[config.mk]
export PLATFORM = sky130hd
export DESIGN_NAME = faf_queue
export DESIGN_NICKNAME = d
export VERILOG_FILES = /design/src/design/frequency_admission_filter_assert.svh /design/src/design/faf_pkg.sv /design/src/design/faf_queue.sv
export SDC_FILE = /design/constraint.sdc
export NUM_CORES = 1
export LEC_CHECK = 0
export BUFFER_PORTS_ARGS = -buffer_cell sky130_fd_sc_hd__clkbuf_2
export CAP_MARGIN = 5
export CORE_MARGIN = 4
export CORE_UTILIZATION = 25
export CTS_CLUSTER_DIAMETER = 80
export DETAILED_ROUTE_END_ITERATION = 12
export GPL_ROUTABILITY_DRIVEN = 0
export PLACE_DENSITY = 0.52
export SLEW_MARGIN = 20
export SYNTH_ARGS = -nofsm -noshare
export SYNTH_HDL_FRONTEND = slang
export SYNTH_SLANG_ARGS = --single-unit
[constraint.sdc]
create_clock -name i_clk -period 9.4 [get_ports i_clk]
set_input_delay 1.88 -clock i_clk [delete_from_list [all_inputs] [get_ports i_clk]]
set_output_delay 1.88 -clock i_clk [all_outputs]
set_load 0.02 [all_outputs]
[src/design/frequency_admission_filter_assert.svh]
// ----------------------------------------------------------------------------
// frequency_admission_filter_assert.svh
// Assertion macros for the frequency admission filter.
// ----------------------------------------------------------------------------
`ifndef FREQUENCY_ADMISSION_FILTER_ASSERT_SVH
`define FREQUENCY_ADMISSION_FILTER_ASSERT_SVH
`ifndef ASSERT_OFF
`define FAF_ASSERT_ALWAYS(label, clk, rst_n, cond) \
label: assert property (@(posedge clk) disable iff (!rst_n) (cond)) \
    else $error("frequency_admission_filter: invariant violated");
`define FAF_ASSERT_IMPLY(label, clk, rst_n, ante, cons) \
label: assert property (@(posedge clk) disable iff (!rst_n) (ante) |-> (cons)) \
    else $error("frequency_admission_filter: implication violated");
`else
`define FAF_ASSERT_ALWAYS(label, clk, rst_n, cond)
`define FAF_ASSERT_IMPLY(label, clk, rst_n, ante, cons)
`endif
`endif

[src/design/faf_pkg.sv]
// ----------------------------------------------------------------------------
// faf_pkg
// Types, sizes and constants of the frequency admission filter.
// ----------------------------------------------------------------------------
`default_nettype none
package faf_pkg;

    localparam int SKETCH_DEPTH = 1024;
    localparam int FILTER_BITS  = 16384;
    localparam int KEY_WIDTH    = 48;
    localparam int HASH_WAYS    = 4;

    localparam int SK_AW    = $clog2(SKETCH_DEPTH);
    localparam int DK_AW    = $clog2(FILTER_BITS);
    localparam int DK_RAW   = DK_AW - 4;
    localparam int DK_ROWS  = FILTER_BITS / 16;
    localparam int SWP_AW   = (SK_AW > DK_RAW) ? SK_AW : DK_RAW;
    localparam logic [SWP_AW:0] SWP_SK_END = (SWP_AW + 1)'(SKETCH_DEPTH);
    localparam logic [SWP_AW:0] SWP_DK_END = (SWP_AW + 1)'(DK_ROWS);

    localparam int LIMIT_W     = 20;
    localparam int CFG_IDX_W   = 2;
    localparam int CFG_DATA_W  = 20;
    localparam logic [CFG_IDX_W-1:0] CFG_SAMPLE_LIMIT     = 2'd0;
    localparam logic [CFG_IDX_W-1:0] CFG_ADMISSION_ENABLE = 2'd1;
    localparam logic [LIMIT_W-1:0]   SAMPLE_LIMIT_RST     = 20'd15360;

    localparam int QUEUE_DEPTH = 2;

    localparam logic [15:0] NIB_HALF_MASK = 16'h7777;
    localparam logic [3:0]  COUNTER_MAX   = 4'd15;

    localparam logic [63:0] PR1 = 64'h9E3779B185EBCA87;
    localparam logic [63:0] PR2 = 64'hC2B2AE3D27D4EB4F;
    localparam logic [63:0] PR3 = 64'h165667B19E3779F9;
    localparam logic [63:0] PR4 = 64'h85EBCA77C2B2AE63;
    localparam logic [63:0] PR5 = 64'h27D4EB2F165667C5;

    typedef struct packed {
        logic                 opcode;
        logic [KEY_WIDTH-1:0] block_key;
        logic [KEY_WIDTH-1:0] victim_key;
        logic                 victim_present;
        logic                 free_slot;
    } t_in;

    typedef struct packed {
        logic       filter_passed;
        logic       promote_free;
        logic       replace_victim;
        logic [3:0] key_estimate;
        logic [3:0] victim_estimate;
        logic       aged;
    } t_out;

    typedef struct packed {
        logic                 miss;
        logic                 victim_present;
        logic                 free_slot;
        logic [HASH_WAYS-1:0][DK_AW-1:0] dk_idx;
        logic [HASH_WAYS-1:0][SK_AW-1:0] ks_idx;
        logic [HASH_WAYS-1:0][SK_AW-1:0] vs_idx;
    } t_job;

    typedef struct packed {
        logic [LIMIT_W-1:0] sample_limit;
        logic               admission_enable;
    } t_cfg;

endpackage
`default_nettype wire

[src/design/faf_queue.sv]
// ----------------------------------------------------------------------------
// faf_queue
// Short job queue between the front and the back.
// ----------------------------------------------------------------------------
`default_nettype none
module faf_queue (
    input  wire           i_clk,
    input  wire           i_rst_n,
    input  wire           i_push,
    input  faf_pkg::t_job i_job,
    output logic          o_full,
    input  wire           i_pop,
    output faf_pkg::t_job o_job,
    output logic          o_empty
);
    import faf_pkg::*;

    localparam int QAW = $clog2(QUEUE_DEPTH);

    t_job         r_mem [QUEUE_DEPTH];
    logic [QAW-1:0] r_wp;
    logic [QAW-1:0] r_rp;
    logic [QAW:0]   r_cnt;
    logic           do_push;
    logic           do_pop;

    assign o_full  = (r_cnt == (QAW + 1)'(QUEUE_DEPTH));
    assign o_empty = (r_cnt == '0);
    assign o_job   = r_mem[r_rp];
    assign do_push = i_push && !o_full;
    assign do_pop  = i_pop && !o_empty;

    always_ff @(posedge i_clk) begin
        if (do_push) begin
            r_mem[r_wp] <= i_job;
        end
    end

    always_ff @(posedge i_clk) begin
        if (!i_rst_n) begin
            r_wp  <= '0;
            r_rp  <= '0;
            r_cnt <= '0;
        end else begin
            if (do_push) begin
                r_wp <= r_wp + 1'b1;
            end
            if (do_pop) begin
                r_rp <= r_rp + 1'b1;
            end
            if (do_push && !do_pop) begin
                r_cnt <= r_cnt + 1'b1;
            end else if (do_pop && !do_push) begin
                r_cnt <= r_cnt - 1'b1;
            end
        end
    end
endmodule
`default_nettype wire

## After elaboration in Yosys (flattened, before gate mapping)

Memories as Yosys holds them, arrays and structs flattened. A register that Yosys moved wholly into a read port is not among the register bits.
Cells that the tools add are included.

- Register bits: 4
- Memory bits (writable): 278
- Bits of input ports: 143
- Output and inout port bits: 141
- Logic and storage cells: 25
- Memories: 1

- Add/sub/neg operators: 4
- Equality and inequality tests: 1
- Muxes and demuxes: 6
- Reduce and logical (&&, ||, !) cells: 10

Memories:

| memory | words | width | read ports | clocked after Yosys merged registers in | wr ports | line | text |
|---|---|---|---|---|---|---|---|
| r_mem | 2 | 139 | 1 | 1 | 1 | faf_queue.sv:20 | `t_job r_mem [QUEUE_DEPTH];` |

Operators with widths:

| cell | number |
|---|---|
| logical AND 1 bit | 4 |
| zero test 1 bit | 4 |
| 2-to-1 mux 1 bit | 4 |
| 2-to-1 mux 2 bit | 2 |
| adder 1 bit (second input constant) | 2 |
| adder 2 x 1 -> 2 bit (second input constant) | 1 |
| equality test 2 bit (second input constant) | 1 |
| zero test 2 bit | 1 |
| nonzero test 2 bit | 1 |
| subtractor 2 x 1 -> 2 bit (second input constant) | 1 |

## Logic depth before layout (Yosys ltp)

- Depth after elaboration: 7
- Depth in mapped cells: 7
- Gate-level depth less buffers: 7

## Worst setup path after synthesis

No wires, ideal clock.

- Path kind: input to register
- Start: input i_push
- End: memory r_mem[0][0] (netlist name), enable pin
- Library setup time: 0.614 ns
- Data arrival time: 7.311 ns
- Data required time: 8.786 ns
- Setup slack: 1.476 ns
- Stages on the path: 2
- Buffers on the path: 0
- Cell sequence: inv_1 -> nor3_2

- Word-level cells in the longest chain between the ends: 3

RTL lines:

| item | line | text |
|---|---|---|
| start, declared | faf_queue.sv:9 | `input wire i_push,` |
| logical AND 1 bit | faf_queue.sv:30 | `assign do_push = i_push && !o_full;` |
| 2-to-1 mux 1 bit | faf_queue.sv:34 | `if (do_push) begin` |
| 2-to-1 mux 1 bit (not written as such) | faf_queue.sv:35 | `r_mem[r_wp] <= i_job;` |
| end, declared | faf_queue.sv:20 |  |

Every way passes these cells.

==> impl_metrics.ini <==
[synth]
syn-mean-instance-area_um2 = 22.5
synthXorXnorAreaFrac_pct = 0.255
synthSimpleGateAreaFrac_pct = 0.535
synthCells = 457
netlist_area_um2 = 10300
ys_seq_area_share_pct = 82.1
synth_top_family_by_area = multiplexers
ys_ff_latch = 283
synth_mux_area_share_pct = 15.2
ys_types = 21
synth_top_area_share_pct = 81.1
synth-compound-area-share_pct = 0.316
synth_fa_ha_area_share_pct = 0.122
yosysTopAreaCell = edfxtp_1
yosys_warnings = 0
syn_nets = 601
ys_top_cells_by_area = edfxtp_1 81%, mux2_2 15%, buf_6 1.2%, dfxtp_1 0.97%, and2_1 0.18%

[outcome]
status = complete, no violations

[critical_path]
r2r_setup_slack_ns = 7.31
crit_type = flop to output port
max_stage_delay_ns = 0.68
critPathArrivalTime_ns = 2.35
worstReg2RegStart = r_cnt[0]
ff2ff_path_depth = 3
endpoint_kind = output port
worst-path-stages = 3
crit_end = o_job[62]
crit_family = buffers and inverters
path_cells = buf_4 > mux2_2 > clkbuf_2
crit_slowest_cell = buf_4
worst_setup_path_start_kind = flop
cp_num_buf_inv = 2
worst_ep_required_time_ns = 7.52
path_max_fanout = 66
reg2reg_to = r_mem[1][66]

[timing]
setup_slack_ns = 5.17
fin_tns_setup_ns = 0
relSlewSlack_pct = 35.2
setup_viol = 0
fin_skew_ns = 0.00888
timing.final.hold_violations = 0
clock.fmax_ghz = 0.236
period_share_pct = 45.0
worst_pin_slew_ns = 0.972
rsz0062_at_grt = false
period_needed_ns = 4.23
maxSlewViolCount = 0

[flow_run]
max_cap_violations = 0

[placed_design]
pre_cts_ws_ns = 5.68
port_buffers = 283

[die]
fp.dieH_um = 211
die_area_um2 = 44500
core_area_um2 = 40700
num_io_pins = 284
start_util_pct = 25.3
die_w_um = 211
fp-row-count = 74

[final_layout]
final_nets = 906
num_antenna_cells = 0
area_growth_pct = 27.8
final_layout_size_suffix_gt1_share_pct = 59.8
fill_cells = 4041

[routing]
drc = 0
ant_nets = 0
drt-total-wl_mm = 21.7
vias = 5244
routedWlPerCell_um = 16.5
initialDrtViolationCount = 193
vias_per_cell = 3.99
first_pass_iters = 4

[grt]
grt_pass1_wl_mm = 32.3
gr-total-overflow = 0
track_usage_pct = 9.21
grt_max_degree = 141
grt_pass1_vias = 5662
antenna_found_initial = 0

[power]
p_leak_nw = 4.83
worst_ir_drop_vdd_mv = 0.191
p_per_area_nw_per_um2 = 278

[cts]
cts_max_level = 1
insertion_delay_ns = 0.55
cts_setup_buffers = 0
cts_buffers = 30
cts.sink_count = 283
cts_tree = built
cts_hold_buffers = 0
cts_buffer_depth = 3
ctsResizeCount = 0
cts.clk_slew.worst_paths_ns = 0.05
cts-root-buf = clkbuf_16

[min_path]
whs_path_depth = 2
min_path_type = flop to flop
tightest hold or removal path: stages, from the launching register on:
cell	delay, ns
dfxtp_1	0.34
o21ai_0	0.08
a21boi_1	0.06
worst min-delay path by stage:
stage                        start  endpoint  slack (ns)
after floorplan           r_cnt[1]  r_cnt[1]        0.48
after global placement    r_cnt[1]  r_cnt[1]        0.51
after detailed placement  r_cnt[1]  r_cnt[1]        0.52
after CTS                 r_cnt[1]  r_cnt[1]        0.53
after global routing      r_cnt[1]  r_cnt[1]        0.55
final                     r_cnt[1]  r_cnt[1]        0.53
flip-flops by register name (all words and copies together) (netlist names), named ones only:
signal and flops:
r_cnt 2, r_mem 278, r_rp 1, r_wp 1
kinds of logic after synthesis:
family,Yosys count
flip-flops,283
multiplexers,139
buffers and inverters,17
AND/OR/NAND/NOR,9
AO/OA/AOI/OAI,5
XOR/XNOR,3
adder cells (fa/ha/maj),1
placed cells by master, fill, tap and decap left out, drive strengths merged:
cell type / count
and2: 3
o21ai: 2
mux2: 139
nor2: 2
ha: 1
dfxtp: 5
buf: 5
xor2: 1
or3: 1
o21a: 1
clkbuf: 321
inv: 2
clkinv: 12
edfxtp: 278
xnor2: 2
a21boi: 2
clkinvlp: 1
nor3: 1
and3: 1
nand2b: 1
layout make-up:
type | instances | area [um^2] | area share (%)
Sequential cell | 283 | 8450 | 64.2
Multi-Input combinational cell | 157 | 1700 | 12.9
Timing Repair Buffer | 288 | 1470 | 11.1
Clock buffer | 38 | 802 | 6.10
Tap cell | 532 | 666 | 5.06
Clock inverter | 13 | 58.8 | 0.447
Inverter | 2 | 7.51 | 0.0571
cell usage after synthesis:
master and count:
nor2_1 2, and2_1 3, xnor2_1 2, or3_1 1, o21ai_0 1, o21a_1 1
a21boi_1 1, inv_1 2, nand2b_1 1, buf_2 2, xor2_1 1, nor3_2 1
ha_1 1, and3_1 1, mux2_2 139, buf_6 11, a21boi_0 1, dfxtp_1 5
o21ai_1 1, buf_4 2, edfxtp_1 278
per-stage QoR:
stage / instances / cell area (um^2) / utilization (%) / total power [mW] / hold slack (ns)
6_report: 1313 / 13200 / 32.3 / 3.66 / 0.528
5_1_grt: 1313 / 13200 / 32.3 / 3.85 / 0.549
4_1_cts: 1313 / 13200 / 32.3 / 3.74 / 0.532
3_5_place_dp: 1262 / 12300 / 30.2 / 2.67 / 0.524
3_3_place_gp: 1262 / 12300 / 30.2 / 2.67 / 0.510
2_1_floorplan: 457 / 10300 / - / 2.37 / 0.483
metal layers:
layer  vias to the layer above  track usage (%)  share of wire (%)
met4                         0             2.62                2.7
li1                       2425                -                  -
met5                         -                0                  0
met1                      2602             11.1                 41
met2                       184             15.2                 48
met3                        33             3.94                9.2
where the power goes:
group	switching, mW	total (mW)	leakage [nW]	internal [mW]
combinational	0.616	0.991	1.77	0.375
sequential	0.0402	1.63	2.64	1.59
clock	0.448	1.04	0.421	0.594
Power figures use the tool's default switching activity.
