<file path="src/design/frequency_admission_filter_assert.svh">
// ----------------------------------------------------------------------------
// frequency_admission_filter_assert.svh
// Assertion macros for the frequency admission filter.
// ----------------------------------------------------------------------------
`ifndef FREQUENCY_ADMISSION_FILTER_ASSERT_SVH
`define FREQUENCY_ADMISSION_FILTER_ASSERT_SVH
`ifndef ASSERT_OFF
`define FAF_ASSERT_ALWAYS(label, clk, rst_n, cond) \
label: assert property (@(posedge clk) disable iff (!rst_n) (cond)) \
    else $error("frequency_admission_filter: invariant violated");
`define FAF_ASSERT_IMPLY(label, clk, rst_n, ante, cons) \
label: assert property (@(posedge clk) disable iff (!rst_n) (ante) |-> (cons)) \
    else $error("frequency_admission_filter: implication violated");
`else
`define FAF_ASSERT_ALWAYS(label, clk, rst_n, cond)
`define FAF_ASSERT_IMPLY(label, clk, rst_n, ante, cons)
`endif
`endif

</file>
<file path="src/design/faf_pkg.sv">
// ----------------------------------------------------------------------------
// faf_pkg
// Types, sizes and constants of the frequency admission filter.
// ----------------------------------------------------------------------------
`default_nettype none
package faf_pkg;

    localparam int SKETCH_DEPTH = 1024;
    localparam int FILTER_BITS  = 16384;
    localparam int KEY_WIDTH    = 48;
    localparam int HASH_WAYS    = 4;

    localparam int SK_AW    = $clog2(SKETCH_DEPTH);
    localparam int DK_AW    = $clog2(FILTER_BITS);
    localparam int DK_RAW   = DK_AW - 4;
    localparam int DK_ROWS  = FILTER_BITS / 16;
    localparam int SWP_AW   = (SK_AW > DK_RAW) ? SK_AW : DK_RAW;
    localparam logic [SWP_AW:0] SWP_SK_END = (SWP_AW + 1)'(SKETCH_DEPTH);
    localparam logic [SWP_AW:0] SWP_DK_END = (SWP_AW + 1)'(DK_ROWS);

    localparam int LIMIT_W     = 20;
    localparam int CFG_IDX_W   = 2;
    localparam int CFG_DATA_W  = 20;
    localparam logic [CFG_IDX_W-1:0] CFG_SAMPLE_LIMIT     = 2'd0;
    localparam logic [CFG_IDX_W-1:0] CFG_ADMISSION_ENABLE = 2'd1;
    localparam logic [LIMIT_W-1:0]   SAMPLE_LIMIT_RST     = 20'd15360;

    localparam int QUEUE_DEPTH = 2;

    localparam logic [15:0] NIB_HALF_MASK = 16'h7777;
    localparam logic [3:0]  COUNTER_MAX   = 4'd15;

    localparam logic [63:0] PR1 = 64'h9E3779B185EBCA87;
    localparam logic [63:0] PR2 = 64'hC2B2AE3D27D4EB4F;
    localparam logic [63:0] PR3 = 64'h165667B19E3779F9;
    localparam logic [63:0] PR4 = 64'h85EBCA77C2B2AE63;
    localparam logic [63:0] PR5 = 64'h27D4EB2F165667C5;

    typedef struct packed {
        logic                 opcode;
        logic [KEY_WIDTH-1:0] block_key;
        logic [KEY_WIDTH-1:0] victim_key;
        logic                 victim_present;
        logic                 free_slot;
    } t_in;

    typedef struct packed {
        logic       filter_passed;
        logic       promote_free;
        logic       replace_victim;
        logic [3:0] key_estimate;
        logic [3:0] victim_estimate;
        logic       aged;
    } t_out;

    typedef struct packed {
        logic                 miss;
        logic                 victim_present;
        logic                 free_slot;
        logic [HASH_WAYS-1:0][DK_AW-1:0] dk_idx;
        logic [HASH_WAYS-1:0][SK_AW-1:0] ks_idx;
        logic [HASH_WAYS-1:0][SK_AW-1:0] vs_idx;
    } t_job;

    typedef struct packed {
        logic [LIMIT_W-1:0] sample_limit;
        logic               admission_enable;
    } t_cfg;

endpackage
`default_nettype wire

</file>
<file path="src/design/faf_hash.sv">
// ----------------------------------------------------------------------------
// faf_hash
// Seeded 64-bit hash of one word, one 32x32 partial product per cycle.
// ----------------------------------------------------------------------------
`default_nettype none
module faf_hash (
    input  wire         i_clk,
    input  wire         i_rst_n,
    input  wire         i_start,
    input  wire  [63:0] i_key,
    input  wire  [1:0]  i_seed,
    output logic        o_done,
    output logic [63:0] o_hash
);
    import faf_pkg::*;

    typedef enum logic [1:0] {H_IDLE, H_MUL, H_POST} t_hstate;

    t_hstate     r_state;
    logic [2:0]  r_phase;
    logic [1:0]  r_sub;
    logic [63:0] r_a;
    logic [63:0] r_acc;
    logic [1:0]  r_seed;
    logic [63:0] b_op;
    logic [31:0] mx;
    logic [31:0] my;
    logic [63:0] prod;
    logic [63:0] h_seed;
    logic [63:0] t_mix;
    logic [63:0] t_add;

    always_comb begin
        case (r_phase)
            3'd0:    b_op = PR2;
            3'd1:    b_op = PR1;
            3'd2:    b_op = PR1;
            3'd3:    b_op = PR2;
            default: b_op = PR3;
        endcase
        mx     = (r_sub == 2'd2) ? r_a[63:32] : r_a[31:0];
        my     = (r_sub == 2'd1) ? b_op[63:32] : b_op[31:0];
        prod   = 64'(mx) * 64'(my);
        h_seed = 64'(r_seed) + PR5 + 64'd8;
        t_mix  = h_seed ^ r_acc;
        t_add  = r_acc + PR4;
    end

    always_ff @(posedge i_clk) begin
        if (!i_rst_n) begin
            r_state <= H_IDLE;
            r_phase <= 3'd0;
            r_sub   <= 2'd0;
            o_done  <= 1'b0;
        end else begin
            o_done <= 1'b0;
            case (r_state)
                H_IDLE: begin
                    if (i_start) begin
                        r_a     <= i_key;
                        r_seed  <= i_seed;
                        r_phase <= 3'd0;
                        r_sub   <= 2'd0;
                        r_state <= H_MUL;
                    end
                end
                H_MUL: begin
                    if (r_sub == 2'd0) begin
                        r_acc <= prod;
                    end else begin
                        r_acc <= r_acc + {prod[31:0], 32'd0};
                    end
                    if (r_sub == 2'd2) begin
                        r_sub   <= 2'd0;
                        r_state <= H_POST;
                    end else begin
                        r_sub <= r_sub + 2'd1;
                    end
                end
                H_POST: begin
                    r_phase <= r_phase + 3'd1;
                    r_state <= H_MUL;
                    case (r_phase)
                        3'd0:    r_a <= {r_acc[32:0], r_acc[63:33]};
                        3'd1:    r_a <= {t_mix[36:0], t_mix[63:37]};
                        3'd2:    r_a <= t_add ^ (t_add >> 33);
                        3'd3:    r_a <= r_acc ^ (r_acc >> 29);
                        default: begin
                            o_hash  <= r_acc ^ (r_acc >> 32);
                            o_done  <= 1'b1;
                            r_state <= H_IDLE;
                        end
                    endcase
                end
                default: r_state <= H_IDLE;
            endcase
        end
    end
endmodule
`default_nettype wire

</file>
<file path="src/design/faf_front.sv">
// ----------------------------------------------------------------------------
// faf_front
// Accepts access transactions and computes their table indexes.
// ----------------------------------------------------------------------------
`default_nettype none
module faf_front (
    input  wire           i_clk,
    input  wire           i_rst_n,
    input  wire           i_push,
    output logic          o_full,
    input  faf_pkg::t_in  i_data,
    input  wire           i_hold,
    output logic          o_q_push,
    output faf_pkg::t_job o_job,
    input  wire           i_q_full
);
    import faf_pkg::*;

    typedef enum logic [1:0] {F_IDLE, F_START, F_WAIT, F_PUSH} t_fstate;

    t_fstate     r_state;
    t_in         r_in;
    t_job        r_job;
    logic [2:0]  r_j;
    logic [2:0]  last_j;
    logic        h_done;
    logic [63:0] h_val;
    logic [63:0] h_key;

    assign last_j = (r_in.opcode && r_in.victim_present) ? 3'd7 : 3'd3;
    assign h_key  = r_j[2] ? 64'(r_in.victim_key) : 64'(r_in.block_key);
    assign o_full   = (r_state != F_IDLE) || i_hold;
    assign o_q_push = (r_state == F_PUSH) && !i_q_full;
    assign o_job    = r_job;

    faf_hash u_hash (
        .i_clk   (i_clk),
        .i_rst_n (i_rst_n),
        .i_start (r_state == F_START),
        .i_key   (h_key),
        .i_seed  (r_j[1:0]),
        .o_done  (h_done),
        .o_hash  (h_val)
    );

    always_ff @(posedge i_clk) begin
        if (!i_rst_n) begin
            r_state <= F_IDLE;
            r_j     <= 3'd0;
        end else begin
            case (r_state)
                F_IDLE: begin
                    if (i_push && !o_full) begin
                        r_in                 <= i_data;
                        r_job.miss           <= i_data.opcode;
                        r_job.victim_present <= i_data.victim_present;
                        r_job.free_slot      <= i_data.free_slot;
                        r_j                  <= 3'd0;
                        r_state              <= F_START;
                    end
                end
                F_START: r_state <= F_WAIT;
                F_WAIT: begin
                    if (h_done) begin
                        if (r_j[2]) begin
                            r_job.vs_idx[r_j[1:0]] <= h_val[SK_AW-1:0];
                        end else begin
                            r_job.dk_idx[r_j[1:0]] <= h_val[DK_AW-1:0];
                            r_job.ks_idx[r_j[1:0]] <= h_val[SK_AW-1:0];
                        end
                        if (r_j == last_j) begin
                            r_state <= F_PUSH;
                        end else begin
                            r_j     <= r_j + 3'd1;
                            r_state <= F_START;
                        end
                    end
                end
                F_PUSH: begin
                    if (!i_q_full) begin
                        r_state <= F_IDLE;
                    end
                end
                default: r_state <= F_IDLE;
            endcase
        end
    end
endmodule
`default_nettype wire

</file>
<file path="config.mk">
export PLATFORM = sky130hd
export DESIGN_NAME = faf_front
export DESIGN_NICKNAME = d
export VERILOG_FILES = /design/src/design/frequency_admission_filter_assert.svh /design/src/design/faf_pkg.sv /design/src/design/faf_hash.sv /design/src/design/faf_front.sv
export SDC_FILE = /design/constraint.sdc
export NUM_CORES = 2
export LEC_CHECK = 0
export ABC_AREA = 1
export BUFFER_PORTS_ARGS = -buffer_cell sky130_fd_sc_hd__buf_4
export CORE_ASPECT_RATIO = 0.5
export CORE_MARGIN = 3
export CORE_UTILIZATION = 59
export CTS_CLUSTER_SIZE = 25
export DETAILED_ROUTE_END_ITERATION = 6
export PLACE_DENSITY = 0.8
export REMOVE_ABC_BUFFERS = 1
export SLEW_MARGIN = 10
export SYNTH_ARGS = -nofsm -noshare
export SYNTH_HDL_FRONTEND = slang
export SYNTH_SLANG_ARGS = --single-unit
</file>
<file path="constraint.sdc">
create_clock -name i_clk -period 8.7 [get_ports i_clk]
set_input_delay 1.74 -clock i_clk [delete_from_list [all_inputs] [get_ports i_clk]]
set_output_delay 1.74 -clock i_clk [all_outputs]
set_load 0.05 [all_outputs]
</file>
# Word level (Yosys, flattened, before mapping)

Index checks and enable logic that the tools add are counted.

Bits in read-only memories: 0
Output and inout bits: 141
Memory bits (writable): 0
Bits in latches: 0
Register bits after elaboration: 392
Memories: 0

Bitwise logic cells: 6
Add/subtract/negate cells: 7
Eq/ne operators: 18
Reduce and logical (&&, ||, !) cells: 31
Div/mod/pow operators: 0
Multiplexer cells: 35
Magnitude comparators: 2
$mul: 1
Shift operators: 0

Operators with widths:

| kind                                                             | count |
|---|---|
| 64-bit one-hot mux with 2 select lines                           | 2 |
| 64-bit one-hot mux with 4 select lines                           | 1 |
| 64-bit 2-to-1 mux                                                | 2 |
| 40-bit bitwise mux                                               | 2 |
| 64-bit by 4-bit adder with 64-bit output (second input constant) | 1 |
| 64-bit adder                                                     | 1 |
| 64-bit adder (second input constant)                             | 1 |
| 32-bit by 32-bit multiplier with 64-bit output                   | 1 |
| 32-bit 2-to-1 mux                                                | 2 |
| 64-bit by 31-bit bitwise XOR with 64-bit output                  | 1 |
| 64-bit by 35-bit bitwise XOR with 64-bit output                  | 1 |
| 64-bit bitwise XOR                                               | 1 |
| 2-bit by 62-bit adder with 63-bit output (second input constant) | 1 |
| 56-bit bitwise mux                                               | 1 |
| 48-bit 2-to-1 mux                                                | 1 |
| 14-bit demux with 2-bit select                                   | 1 |
| 10-bit demux with 2-bit select                                   | 1 |
| 2-bit 2-to-1 mux                                                 | 8 |
| 4-bit AND reduction                                              | 4 |
| 3-bit 2-to-1 mux                                                 | 5 |
| 14-bit 2-to-1 mux                                                | 1 |
| 14-bit bitwise XOR                                               | 1 |
| 3-bit one-hot mux with 2 select lines                            | 2 |
| 3-bit AND reduction                                              | 4 |
| 27 further kinds                                                 | 54 |

# Logic depth before layout (Yosys ltp)

Depth in word-level cells: 7
Depth in mapped cells: 48

# Modules after synthesis

A second synthesis with hierarchy kept.

Cell total of the unflattened synthesis: 6,728
Area, all modules: 56,286.5 µm²

By module, submodules not included:

| module    | instances | cells an instance | area an instance (µm²) |
|---|---|---|---|
| faf_hash  | 1         | 6,264             | 49,058.3 |
| faf_front | 1         | 464               | 7,228.2 |

# Worst setup path after synthesis

No wires, ideal clock.

Path kind: reg-to-reg
Start: register u_hash.r_phase[0]
End: register u_hash.r_acc[63], data pin
Stages on the path, launching flop included: 44
Data required time: 8.446 ns
Buffers on the path: 2
Path slack: -0.069 ns
Arrival: 8.516 ns
Path through: dfxtp_1 > ha_1 > ha_1 > clkbuf_1 > a21oi_2 > inv_2 > nor2_1 > inv_1 > ha_1 > clkbuf_1 > nor2_1 > inv_1 > fa_1 > inv_1 > fa_1 > fa_1 > inv_1 > fa_1 > (+8 left out) > a21oi_1 > o21ai_0 > a21oi_1 > nand2_1 > nand2_1 > nand2_1 > xor2_1 > ha_1 > nand2_1 > nor3_1 > inv_1 > nor2_1 > and3_1 > nand2_1 > o211ai_1 > nand2_1 > nand3_1 > nand2_1

Word-level cells in the longest chain between the ends: 7

Ends and longest elaborated chain:

| item                                                                   | line           | text |
|---|---|---|
| start, declared                                                        | faf_hash.sv:20 | `logic [2:0] r_phase;` |
| start signal, assigned                                                 | faf_hash.sv:81 | `r_phase <= r_phase + 3'd1;` |
| 3-bit by 2-bit == test with 1-bit output, or another cell as far along | faf_hash.sv:34 | `case (r_phase)` |
| 2-bit OR reduction (no source line)                                    | --             |  |
| 64-bit one-hot mux with 2 select lines *                               | faf_hash.sv:34 |  |
| 32-bit 2-to-1 mux *                                                    | faf_hash.sv:42 | `my = (r_sub == 2'd1) ? b_op[63:32] : b_op[31:0];` |
| 32-bit by 32-bit multiplier with 64-bit output *                       | faf_hash.sv:43 | `prod = 64'(mx) * 64'(my);` |
| 64-bit adder                                                           | faf_hash.sv:71 | `r_acc <= r_acc + {prod[31:0], 32'd0};` |
| 64-bit 2-to-1 mux *                                                    | faf_hash.sv:68 | `if (r_sub == 2'd0) begin` |
| end signal, assigned                                                   | faf_hash.sv:69 | `r_acc <= prod;` |
| end signal, assigned                                                   | faf_hash.sv:71 |  |
| end, declared                                                          | faf_hash.sv:23 | `logic [63:0] r_acc;` |

Every way passes the cells marked *; elsewhere a longest branch is shown, timed or not.
A chain may end at the register's enable or synchronous reset.

# Final worst setup path

Start: register u_hash.r_phase[1]
End: register u_hash.r_acc[63], data pin

The elaborated chain is that of the path after synthesis.

==> run summary <==
Status: complete, but fails checks
Failing checks: DRC, setup timing
Syn Inst Count: 6511
Die Span Y: 219 um
TritonCTS Buffers: 38
Placed cell areas: 0.0619 mm^2
Mux contribution to synthesized area: 0%
Initial antenna violation count: 5
Endpoints failing setup: 28
Startpoint type of the worst setup path: register
Fillers: 6222
Crit-path max cell delay: 0.60 ns
Syn-to-layout area delta: 24.5%
Synthesized area: 0.0534 mm^2
Max-slew violations: 0
Core area: 0.0890 mm^2
Row count: 77
Final Non-Filler Cells: 8662
Root buf cell: clkbuf_16
Fin. Hold Viols: 0
Clock Skew: 0.0292 ns
Most common cell after layout, fill and taps aside: inv_1
Port-buffer cells: 244
Total gr overflow: 0
Clock-pin transition on the worst setup and hold timing paths: 0.07 ns
# Max-Cap Violations: 0
Post-synthesis adder-cell area fraction: 40.8%
Crit path depth: 40
Slew headroom: 21.4%
Sequential area share after synthesis: 19.5%
Layout cells sized above 1: 23.6%
Final GP Congestion: 1.16
DR iter-0 viols: 7904
Fin worst setup slack: -0.500 ns
Placed cells: 8504
R2R cell count: 40
Worst Path Max Fanout: 12
R2R Path End: u_hash.r_acc[63]$_DFFE_PP_
Crit path max-delay family: adder cells
Synth Area in Simple Gates: 18.0%
Vias in the first global route: 52900
Syn avg cell area: 8.20 um^2
Drt pass-1 iters: 7
Cell depth of the worst hold path: 0
Flop2flop setup slack: -0.50 ns
Worst-margin pin slew: 1.18 ns
Ports: 245
Post-DP HPWL: 190000 um
DRC: 98
R2R Path Start: u_hash.r_phase[1]$_SDFFE_PN0P_
TritonCTS clock tree: built
Hold-fix buffers, CTS: 0
Yosys warnings: 0
Fraction of registers with async set/reset: 0%
Largest family of logic cells by synthesized area: adder cells
Nets: 8759
Ys flop type: edfxtp_1
Maximum clock rate: 0.109 GHz
Via-per-instance ratio: 6.10
First-pass GRT wire length: 339000 um
Critical Path AT: 9.53 ns
Final ANT Viol Nets: 0
Hold/Removal Path Class: reg2reg
Yosys reg bits: 352
Max clock buf depth: 3
Vias: 52900
CP Capture Type: register
Crit path kind: reg2reg
Fin crit period: 9.20 ns
Largest net degree at the start of global routing: 70
Drt total wl: 239000 um
Min-delay src: u_hash.o_hash[12]$_DFFE_PP_
GRT Util Overall: 49.4%
Final core utilization: 74.7%
Die footprint: 0.0944 mm^2
Clk_lat worst skew: 0.58 ns
Most frequent cells in the layout: 1413 x inv_1, 1186 x nand2_1, 1080 x buf_4
WL/cell: 27.5 um
Final instance area: 0.0665 mm^2
Clock sinks: 352
Max H-tree Level: 2
XOR/XNOR Fraction of Synth Area: 1.39%
Tcrit/Tclk final: 106%
Data required, critical path: 9.03 ns
Die width: 432 um
Starting density of the core: 60.0%
Number of synthesized flops with an enable pin: 339
Most used cell, CP: fa_1
Compound-Gate Fraction of Synth Area: 7.41%
Netlist cell types: 50
RSZ-0062 raised after global routing: true
Critical path's slowest cell: fa_1
CP Buf/Inv Count: 10
Hold EP: o_job[120]$_DFFE_PP_
[logic make-up after synthesis]
logic type | after synthesis
compound gates | 716
buf+inv | 1752
simple gates | 2399
flops | 352
xor+xnor | 85
fa+ha+maj | 1207
[layout make-up]
cell class	count	area (um^2)	share of cell area, %
Multi-Input combinational cell	4407	38600	58.1
Sequential cell	352	10500	15.7
Timing Repair Buffer	1132	8980	13.5
Inverter	1515	5720	8.60
Tap cell	1185	1480	2.23
Clock buffer	41	962	1.45
Clock inverter	27	254	0.382
Timing Repair inverter	2	15.0	0.0226
Antenna cell	1	2.50	0.00376
[registers in the layout, indices dropped and copies added (netlist names)]
register        flops
u_hash.r_state      2
r_in               96
o_job              99
r_state             2
u_hash.o_done       1
u_hash.r_sub        2
u_hash.r_a         64
u_hash.r_acc       64
u_hash.o_hash      14
u_hash.r_seed       2
u_hash.r_phase      3
r_j                 3
[per-layer routing]
metal / track usage [%] / part of all wire [%]
met5: 0.512 / 0.079
met4: 26.2 / 7.7
met3: 22.8 / 18
met2: 71.2 / 40
met1: 62.2 / 34
[synth_stat cells (11+ instances only)]
master,n,area (um^2)
o21ai_1,28,140
nand3b_1,19,143
nor3_1,37,185
a21oi_1,296,1480
a221oi_1,20,175
buf_4,49,368
clkbuf_1,123,462
xnor2_1,13,114
ha_1,314,3930
nand3_1,248,1240
nor2_1,766,2880
inv_2,34,128
nand2_1,1269,4760
o21bai_1,19,143
fa_1,893,17900
edfxtp_1,339,10200
a31oi_1,11,68.8
clkinv_1,16,60.1
o21ai_0,257,1290
dfxtp_1,13,260
buf_1,11,41.3
xor2_1,72,631
nand4_1,22,138
buf_2,50,250
inv_1,1465,5500
a211oi_1,25,188
[timing repair]
action                     CTS  global route
setup endpoints to repair   33            33
pin swaps                  122           166
buffers inserted            49            36
gates resized for setup    360           326
gates cloned                 2             3
[per-stage QoR]
step           hold WS, ns  worst slack, ns  TNS [ns]
6_report             0.530           -0.500     -8.10
5_1_grt              0.551           -0.681    -12.84
4_1_cts              0.528           -0.143    -0.875
3_5_place_dp         0.498           -0.982    -15.96
3_3_place_gp         0.488           -0.918    -14.51
2_1_floorplan        0.459            -1.52    -30.05
[worst max-delay path by stage]
stage,endpoint,slack [ns],start
finish,u_hash.r_acc[63]$_DFFE_PP_,-0.50,u_hash.r_phase[1]$_SDFFE_PN0P_
global route,u_hash.r_acc[61]$_DFFE_PP_,-0.68,u_hash.r_phase[1]$_SDFFE_PN0P_
CTS,u_hash.r_acc[63]$_DFFE_PP_,-0.14,u_hash.r_phase[0]$_SDFFE_PN0P_
detailed placement,u_hash.r_acc[58]$_DFFE_PP_,-0.98,u_hash.r_phase[1]$_SDFFE_PN0P_
global placement,u_hash.r_acc[58]$_DFFE_PP_,-0.92,u_hash.r_phase[1]$_SDFFE_PN0P_
floorplan,u_hash.r_acc[63]$_DFFE_PP_,-1.52,u_hash.r_phase[1]$_SDFFE_PN0P_
Power is left out: the tool's default activity adds up to more than one toggle a clock period on the data nets, which glitch-free logic cannot reach.
